[src/rtl/core/step_deadline_watchdog_core_macros.svh]
// ----------------------------------------------------------------------------
// Step deadline watchdog assertion macros
// Concurrent checks on the aclk domain, held off while aresetn is low.
// ----------------------------------------------------------------------------
`ifndef STEP_DEADLINE_WATCHDOG_CORE_MACROS_SVH
`define STEP_DEADLINE_WATCHDOG_CORE_MACROS_SVH

// Consequent holds in the same cycle as the antecedent.
`define SDW_ASSERT_SAME(lbl, ante, cons, msg) \
    lbl: assert property (@(posedge aclk) disable iff (!aresetn) (ante) |-> (cons)) \
        else $error(msg);

// Consequent holds in the cycle after the antecedent.
`define SDW_ASSERT_NEXT(lbl, ante, cons, msg) \
    lbl: assert property (@(posedge aclk) disable iff (!aresetn) (ante) |=> (cons)) \
        else $error(msg);

`endif

[src/rtl/core/sdw_pkg.sv]
// ----------------------------------------------------------------------------
// Step deadline watchdog package
// Shared constants, command codes and controller/datapath handshake types.
// ----------------------------------------------------------------------------
`default_nettype none

package sdw_pkg;

    localparam int STEPS    = 8;
    localparam int IDX_W    = (STEPS > 1) ? $clog2(STEPS) : 1;

    localparam int FUNC_W   = 2;
    localparam int TIME_W   = 32;
    localparam int SIDX_W   = 4;
    localparam int FAIL_W   = 3;
    localparam int PERIOD_W = 16;

    localparam int ADDR_W   = 3;
    localparam int DATA_W   = 32;

    // Running (k+1)*period stays below 16 * 2^16.
    localparam int PROD_W      = PERIOD_W + 4;
    localparam int RECIP_SHIFT = PROD_W + 5;
    localparam int RECIP_W     = RECIP_SHIFT + 1;
    localparam logic [RECIP_W-1:0] RECIP_MUL =
        RECIP_W'(((64'd1 << RECIP_SHIFT) + 64'(STEPS) - 64'd1) / 64'(STEPS));

    localparam logic [SIDX_W:0] STEPS_LIM = (SIDX_W + 1)'(STEPS);

    localparam logic [PERIOD_W-1:0] PERIOD_RESET = 16'd100;
    localparam logic                REG_PERIOD   = 1'b0;

    typedef logic [IDX_W-1:0]    idx_t;
    typedef logic [FAIL_W-1:0]   fail_t;
    typedef logic [TIME_W-1:0]   time_t;
    typedef logic [PERIOD_W-1:0] period_t;

    typedef enum logic [FUNC_W-1:0] {
        FUNC_ARM    = 2'd0,
        FUNC_RECORD = 2'd1,
        FUNC_CHECK  = 2'd2
    } func_t;

    typedef struct packed {
        logic load;
        logic arm_step;
        logic out_load;
    } dp_cmd_t;

    typedef struct packed {
        logic arm_req;
        logic last_step;
    } dp_stat_t;

endpackage

`default_nettype wire

[src/rtl/core/step_deadline_watchdog_core.sv]
// ----------------------------------------------------------------------------
// Step deadline watchdog core
// Checkpoint watchdog for a periodic cycle split into equal steps.
// ----------------------------------------------------------------------------
// Each command beat returns exactly one result beat. Record and check are
// accepted in idle, then evaluated into the output register in the response
// state; arm first walks the STEPS step deadlines in the arm state with the
// single reciprocal multiplier, one step deadline per cycle. The output
// register decouples the result side; a stalled result holds until taken,
// and a new command is accepted as soon as the controller is back in idle.
// The period register is written over the APB-style port at byte address 0.
`default_nettype none

`include "step_deadline_watchdog_core_macros.svh"

module step_deadline_watchdog_core (
    input  wire logic                         aclk,
    input  wire logic                         aresetn,

    input  wire logic                         s_valid,
    output logic                              s_ready,
    input  wire logic [sdw_pkg::FUNC_W-1:0]   s_func,
    input  wire logic [sdw_pkg::TIME_W-1:0]   s_time_ms,
    input  wire logic [sdw_pkg::SIDX_W-1:0]   s_step_index,

    output logic                              m_valid,
    input  wire logic                         m_ready,
    output logic                              m_timeout,
    output logic [sdw_pkg::FAIL_W-1:0]        m_failing_step,

    input  wire logic                         psel,
    input  wire logic                         penable,
    input  wire logic                         pwrite,
    input  wire logic [sdw_pkg::ADDR_W-1:0]   paddr,
    input  wire logic [sdw_pkg::DATA_W-1:0]   pwdata,
    output logic      [sdw_pkg::DATA_W-1:0]   prdata,
    output logic                              pready
);

    sdw_pkg::period_t  period_ms;
    sdw_pkg::dp_cmd_t  cmd;
    sdw_pkg::dp_stat_t stat;

    sdw_regs u_regs (
        .aclk      (aclk),
        .aresetn   (aresetn),
        .psel      (psel),
        .penable   (penable),
        .pwrite    (pwrite),
        .paddr     (paddr),
        .pwdata    (pwdata),
        .prdata    (prdata),
        .pready    (pready),
        .period_ms (period_ms)
    );

    sdw_ctrl u_ctrl (
        .aclk    (aclk),
        .aresetn (aresetn),
        .s_valid (s_valid),
        .s_ready (s_ready),
        .m_valid (m_valid),
        .m_ready (m_ready),
        .stat    (stat),
        .cmd     (cmd)
    );

    sdw_dp u_dp (
        .aclk           (aclk),
        .aresetn        (aresetn),
        .cmd            (cmd),
        .stat           (stat),
        .s_func         (s_func),
        .s_time_ms      (s_time_ms),
        .s_step_index   (s_step_index),
        .period_ms      (period_ms),
        .m_timeout      (m_timeout),
        .m_failing_step (m_failing_step)
    );

    `SDW_ASSERT_NEXT(a_one_in_flight, s_valid && s_ready, !s_ready, "second beat taken in flight")
    `SDW_ASSERT_SAME(a_load_slot_free, cmd.out_load, !m_valid || m_ready, "result overwritten")
    `SDW_ASSERT_SAME(a_fail_zero, m_valid && !m_timeout, m_failing_step == '0, "stray step index")

endmodule

`default_nettype wire

[src/rtl/core/sdw_regs.sv]
// ----------------------------------------------------------------------------
// Step deadline watchdog configuration registers
// APB-style register file holding the cycle period.
// ----------------------------------------------------------------------------
`default_nettype none

module sdw_regs (
    input  wire logic                         aclk,
    input  wire logic                         aresetn,
    input  wire logic                         psel,
    input  wire logic                         penable,
    input  wire logic                         pwrite,
    input  wire logic [sdw_pkg::ADDR_W-1:0]   paddr,
    input  wire logic [sdw_pkg::DATA_W-1:0]   pwdata,
    output logic      [sdw_pkg::DATA_W-1:0]   prdata,
    output logic                              pready,
    output sdw_pkg::period_t                  period_ms
);

    sdw_pkg::period_t period_reg;
    sdw_pkg::period_t period_next;
    logic             sel_period;

    assign sel_period = (paddr[sdw_pkg::ADDR_W-1] == sdw_pkg::REG_PERIOD);

    always_comb begin
        period_next = period_reg;
        if (psel && penable && pwrite && sel_period) begin
            period_next = pwdata[sdw_pkg::PERIOD_W-1:0];
        end
    end

    always_ff @(posedge aclk) begin
        if (!aresetn) begin
            period_reg <= sdw_pkg::PERIOD_RESET;
        end else begin
            period_reg <= period_next;
        end
    end

    assign prdata    = sel_period ? sdw_pkg::DATA_W'(period_reg) : '0;
    assign pready    = 1'b1;
    assign period_ms = period_reg;

endmodule

`default_nettype wire

[src/rtl/core/sdw_ctrl.sv]
// ----------------------------------------------------------------------------
// Step deadline watchdog controller
// Sequences accept, deadline arming and result hand-off.
// ----------------------------------------------------------------------------
`default_nettype none

module sdw_ctrl (
    input  wire logic              aclk,
    input  wire logic              aresetn,
    input  wire logic              s_valid,
    output logic                   s_ready,
    output logic                   m_valid,
    input  wire logic              m_ready,
    input  wire sdw_pkg::dp_stat_t stat,
    output sdw_pkg::dp_cmd_t       cmd
);

    typedef enum logic [2:0] {
        ST_IDLE = 3'b001,
        ST_ARM  = 3'b010,
        ST_RESP = 3'b100
    } state_t;

    state_t state_reg;
    state_t state_next;
    logic   m_valid_reg;
    logic   m_valid_next;
    logic   slot_free;

    assign slot_free = !m_valid_reg || m_ready;

    always_comb begin
        state_next   = state_reg;
        m_valid_next = m_valid_reg && !m_ready;
        cmd          = '0;
        case (state_reg)
            ST_IDLE: begin
                if (s_valid) begin
                    cmd.load   = 1'b1;
                    state_next = stat.arm_req ? ST_ARM : ST_RESP;
                end
            end
            ST_ARM: begin
                cmd.arm_step = 1'b1;
                if (stat.last_step) begin
                    state_next = ST_RESP;
                end
            end
            ST_RESP: begin
                if (slot_free) begin
                    cmd.out_load = 1'b1;
                    m_valid_next = 1'b1;
                    state_next   = ST_IDLE;
                end
            end
            default: begin
                state_next = ST_IDLE;
            end
        endcase
    end

    always_ff @(posedge aclk) begin
        if (!aresetn) begin
            state_reg   <= ST_IDLE;
            m_valid_reg <= 1'b0;
        end else begin
            state_reg   <= state_next;
            m_valid_reg <= m_valid_next;
        end
    end

    assign s_ready = (state_reg == ST_IDLE);
    assign m_valid = m_valid_reg;

endmodule

`default_nettype wire

[src/rtl/core/sdw_dp.sv]
// ----------------------------------------------------------------------------
// Step deadline watchdog datapath
// Deadline and completion store, reciprocal offset unit, overdue search.
// ----------------------------------------------------------------------------
`default_nettype none

module sdw_dp (
    input  wire logic                        aclk,
    input  wire logic                        aresetn,
    input  wire sdw_pkg::dp_cmd_t            cmd,
    output sdw_pkg::dp_stat_t                stat,
    input  wire logic [sdw_pkg::FUNC_W-1:0]  s_func,
    input  wire logic [sdw_pkg::TIME_W-1:0]  s_time_ms,
    input  wire logic [sdw_pkg::SIDX_W-1:0]  s_step_index,
    input  wire sdw_pkg::period_t            period_ms,
    output logic                             m_timeout,
    output logic [sdw_pkg::FAIL_W-1:0]       m_failing_step
);

    logic [sdw_pkg::FUNC_W-1:0]  func_reg;
    sdw_pkg::time_t              time_reg;

    logic [sdw_pkg::PROD_W-1:0]  prod_reg;
    sdw_pkg::idx_t               k_reg;
    sdw_pkg::period_t            off_reg;
    sdw_pkg::period_t            off_next;
    sdw_pkg::idx_t               wk_reg;
    logic                        wen_reg;

    logic [sdw_pkg::STEPS-1:0]   done_reg;
    sdw_pkg::time_t              dl_reg [sdw_pkg::STEPS];

    logic                        timeout_reg;
    logic                        timeout_next;
    sdw_pkg::fail_t              fail_reg;
    sdw_pkg::fail_t              fail_next;

    logic [sdw_pkg::PROD_W+sdw_pkg::RECIP_W-1:0] recip_prod;
    logic                        rec_hit;
    logic                        hit_any;
    sdw_pkg::fail_t              hit_idx;

    assign stat.arm_req   = (s_func == sdw_pkg::FUNC_ARM);
    assign stat.last_step = (k_reg == sdw_pkg::idx_t'(sdw_pkg::STEPS - 1));

    assign rec_hit = (s_func == sdw_pkg::FUNC_RECORD) &&
                     ({1'b0, s_step_index} < sdw_pkg::STEPS_LIM);

    assign recip_prod = prod_reg * sdw_pkg::RECIP_MUL;
    assign off_next   = recip_prod[sdw_pkg::RECIP_SHIFT +: sdw_pkg::PERIOD_W];

    always_comb begin
        hit_any = 1'b0;
        hit_idx = '0;
        for (int k = sdw_pkg::STEPS - 1; k >= 0; k--) begin
            if (!done_reg[k] && (time_reg > dl_reg[k])) begin
                hit_any = 1'b1;
                hit_idx = sdw_pkg::fail_t'(k);
            end
        end
        timeout_next = (func_reg == sdw_pkg::FUNC_CHECK) && hit_any;
        fail_next    = timeout_next ? hit_idx : '0;
    end

    always_ff @(posedge aclk) begin
        if (cmd.load) begin
            func_reg <= s_func;
            time_reg <= s_time_ms;
        end
        if (cmd.arm_step) begin
            off_reg <= off_next;
            wk_reg  <= k_reg;
        end
        if (cmd.out_load) begin
            timeout_reg <= timeout_next;
            fail_reg    <= fail_next;
        end
    end

    always_ff @(posedge aclk) begin
        if (!aresetn) begin
            prod_reg <= '0;
            k_reg    <= '0;
            wen_reg  <= 1'b0;
            done_reg <= '0;
            dl_reg   <= '{default: '0};
        end else begin
            wen_reg <= cmd.arm_step;
            if (cmd.load && stat.arm_req) begin
                done_reg <= '0;
                prod_reg <= sdw_pkg::PROD_W'(period_ms);
                k_reg    <= '0;
            end
            if (cmd.load && rec_hit) begin
                done_reg[s_step_index[sdw_pkg::IDX_W-1:0]] <= 1'b1;
            end
            if (cmd.arm_step) begin
                prod_reg <= prod_reg + sdw_pkg::PROD_W'(period_ms);
                k_reg    <= k_reg + 1'b1;
            end
            if (wen_reg) begin
                dl_reg[wk_reg] <= time_reg + sdw_pkg::TIME_W'(off_reg);
            end
        end
    end

    assign m_timeout      = timeout_reg;
    assign m_failing_step = fail_reg;

endmodule

`default_nettype wire

[config.mk]
export PLATFORM = sky130hd
export DESIGN_NAME = step_deadline_watchdog_core
export DESIGN_NICKNAME = d
export VERILOG_FILES = /design/src/rtl/core/sdw_pkg.sv /design/src/rtl/core/step_deadline_watchdog_core.sv /design/src/rtl/core/sdw_regs.sv /design/src/rtl/core/sdw_ctrl.sv /design/src/rtl/core/sdw_dp.sv
export VERILOG_INCLUDE_DIRS = /design/src /design/src/rtl/core
export SDC_FILE = /design/constraint.sdc
export NUM_CORES = 1
export LEC_CHECK = 0
export ABC_CLOCK_PERIOD_IN_PS = 4350
export BUFFER_PORTS_ARGS = -buffer_cell sky130_fd_sc_hd__buf_2
export CELL_PAD_IN_SITES_DETAIL_PLACEMENT = 1
export CELL_PAD_IN_SITES_GLOBAL_PLACEMENT = 2
export CORE_UTILIZATION = 38
export CTS_BUF_LIST = sky130_fd_sc_hd__clkbuf_16
export DETAILED_ROUTE_END_ITERATION = 10
export PLACE_DENSITY = 0.91
export REMOVE_ABC_BUFFERS = 1
export SLEW_MARGIN = 20
export SYNTH_ARGS = -nofsm -noshare
export SYNTH_HDL_FRONTEND = slang
export SYNTH_HIERARCHICAL = 1
export SYNTH_SLANG_ARGS = --single-unit
[constraint.sdc]
create_clock -name aclk -period 4.35 [get_ports aclk]
set_input_delay 0.2175 -clock aclk [delete_from_list [all_inputs] [get_ports aclk]]
set_output_delay 0.2175 -clock aclk [all_outputs]
set_load 0.01 [all_outputs]
==> results_dict.tcl <==
set metrics [dict create \
    path_max_fanout 8 \
    routed_wl_um 69310 \
    synth_area_leaders "dfxtp_1 (29%), ha_1 (17%), a21oi_1 (8.4%)" \
    crit_arrival_ps 4020 \
    synthMuxAreaShare_pct 1.510 \
    grt_pass1_vias 19330 \
    vdd_drop_max_mv 0.2413 \
    yosys.area.top_type "dfxtp_1" \
    synth-compound-area-share_pct 20.32 \
    min_period_ps 3589 \
    clock_latency_ps 580 \
    ys_ff_latch 364 \
    critPathSlowestCell "o2111ai_2" \
    rsz0062_at_grt "no" \
    cts_tree "done" \
    dieWidth_um 237.8 \
    nets 2992 \
    use_met1_pct 31.79 \
    slowest_delay_ps 600 \
    synth-seq-area-share_pct 37.19 \
    rows 86 \
    slew_headroom_pct 18.15 \
    synth_most_common_cell "a21oi_1" \
    grt_pass1_wl_um 107500 \
    route.detailed.drc 0 \
    synth_warnings 6 \
    clk_path_buf_depth 3 \
    viasPerCell 5.478 \
    fmax_mhz 278.6 \
    drive_gt1_share_pct 8.406 \
    critPathTopFamily "compound AO/OA/AOI/OAI gates" \
    synth_flop_cell "dfxtp_1" \
    clock_sinks 364 \
    finalCritPeriodShare_pct 82.50 \
    synth_top_area_share_pct 29.09 \
    syn_avg_cell_area_um2 8.437 \
    status "complete, no violations" \
    startpoint_type "register" \
    cp.required_ps 4780 \
    num_vias 18630 \
    wl_per_cell_um 20.38 \
    power_density_nw_per_um2 335.9 \
    clock-root-buffer "clkbuf_16" \
    ys_types 80 \
    ant_nets 0 \
    grt-busiest-layer "met2" \
    r2r_slack_ps 760 \
    dp_hpwl_um 48150 \
    clock_skew_ps 22.83 \
    leakage_nw 9.125 \
    yosys.area_share.adder_pct 17.37 \
    met2_usage_pct 41.28 \
    dr.pass1.iters 4 \
    htreeDepth 2 \
    synth-simple-area-share_pct 14.27 \
    drv_cap 0 \
    drtIter0Drc 975 \
    hold_viol_final 0 \
    hold_path.class "in -> reg" \
    syn_to_final_growth_pct 14.84 \
    cts_setup_buffers 0 \
    design.core.area_um2 54990 \
    chipHeight_um 237.8 \
    gp_congestion 0.8786 \
    numCtsBuffers 44 \
    io_buffers 83 \
    synthesis.area_um2 21130 \
    async_reset_ff_share_pct 0 \
    path_cells "buf_4, ha_1, a211oi_1, o211ai_1, nand2_1, a211oi_2, o2111ai_2, a21oi_1, xnor2_2, a21oi_1" \
    synth_enable_flop_cells 57 \
    largest_reg_flops 256 \
    tns_ps 0 \
    synth_top_cells_by_count "a21oi_1 (355), dfxtp_1 (307), nand2_1 (296), ha_1 (290), inv_1 (287)" \
    final_cells 3401 \
    placed_cells 3264 \
    start_util_pct 38.42 \
    crit_type "reg -> reg" \
    synthXorXnorAreaFrac_pct 1.795 \
    n_antenna_cell 0 \
    antenna_found_initial 2 \
    crit_top_cell "a21oi_1" \
    grt.met3_usage_pct 3.263 \
    die_area_um2 56540 \
    clk_pin_slew_ps 60 \
    cts_resized 0 \
    synth_top_family_by_area "compound AO/OA/AOI/OAI gates" \
    drv_slew 0 \
    tightestPinTransition_ps 1217 \
    path_buf_inv 1 \
    ioPinCount 119 \
    gr-total-overflow 0 \
    grt_max_degree 97 \
    synthCells 2504 \
    grt_usage_pct 24.53 \
    final_util_pct 44.12 \
    worstSetupEndpointType "register" \
    setup-violations-final 0 \
]
[power by group]
part           internal, mW  switching [mW]  total, mW
sequential             3.47           0.126       3.59
clock                  1.99            1.47       3.46
combinational         0.421           0.676       1.10
[cell usage in the layout (no fill, tap or decap), types with 19 or more instances in the layout]
cell	Yosys	layout
a21oi_1	355	355
dfxtp_1	307	307
inv_1	287	301
nand2_1	296	296
ha_1	290	290
o21ai_0	169	169
nor2_1	129	122
buf_2	0	82
edfxtp_1	57	57
dlygate4sd3_1	0	55
nand4_1	51	51
clkbuf_16	0	47
a211oi_1	44	44
a21o_1	41	41
nor2b_1	37	37
nand3_1	30	29
buf_4	17	25
mux2i_1	24	24
o21a_1	19	19
[per-stage QoR]
stage                     setup slack (ps)  total power, mW  hold WS (ps)  instance area [um^2]
final                                761.1            8.148         39.67                 24260
after detailed placement             786.3            4.705         396.2                 22310
after global routing                 627.1            8.466         77.97                 24260
after global placement               863.5            4.649         394.8                 22280
after CTS                            751.0            8.205         16.45                 24190
after floorplan                      824.8            4.260         297.5                 20680
[metal layers]
metal  part of all wire, %  wire (um)  up-vias
met5                 0.026         18        -
met2                    47      32520      389
met4                   3.4       2351        4
met1                    45      31160     9184
met3                   4.7       3257      118
li1                      -          -     8935
[what timing repair did]
action,4_1_cts,5_1_grt
hold endpoints to repair,55,0
hold buffers,55,0
setup endpoints to repair,0,0
[area by class of cell]
cell class / count / area [um^2]
Clock buffer: 47 / 1176
Clock inverter: 32 / 152.6
Fill cell: 6484 / 30720
Inverter: 288 / 1084
Multi-Input combinational cell: 1756 / 11810
Sequential cell: 364 / 7858
Tap cell: 748 / 935.9
Timing Repair Buffer: 166 / 1242
[worst min-delay path, delay by kind of cell]
kind	cells	cell delay (ps)
compound gates	2	160
simple gates	1	70
buf+inv	1	120
[worst paths after layout]
path,start,to,depth (start not counted)
worst max-delay path,u_dp/time_reg[1],u_dp/dl_reg[155],10
worst max register to register,u_dp/time_reg[1],u_dp/dl_reg[155],10
worst min register to register,u_dp/prod_reg[18],u_dp/off_reg[15],0
worst min-delay path,s_valid,u_ctrl/state_reg[0],4
[kinds of logic (layout without fill, tap and decap cells)]
| family | after synthesis | in the layout |
|---|---|---|
| buffers and inverters | 399 | 533 |
| AO/OA/AOI/OAI | 733 | 733 |
| XOR/XNOR | 33 | 33 |
| AND/OR/NAND/NOR | 650 | 650 |
| adder cells (fa/ha/maj) | 292 | 292 |
| multiplexers | 31 | 31 |
| other | 2 | 17 |
| flip-flops | 364 | 364 |
No activity file was read; power rests on OpenSTA's default activity.
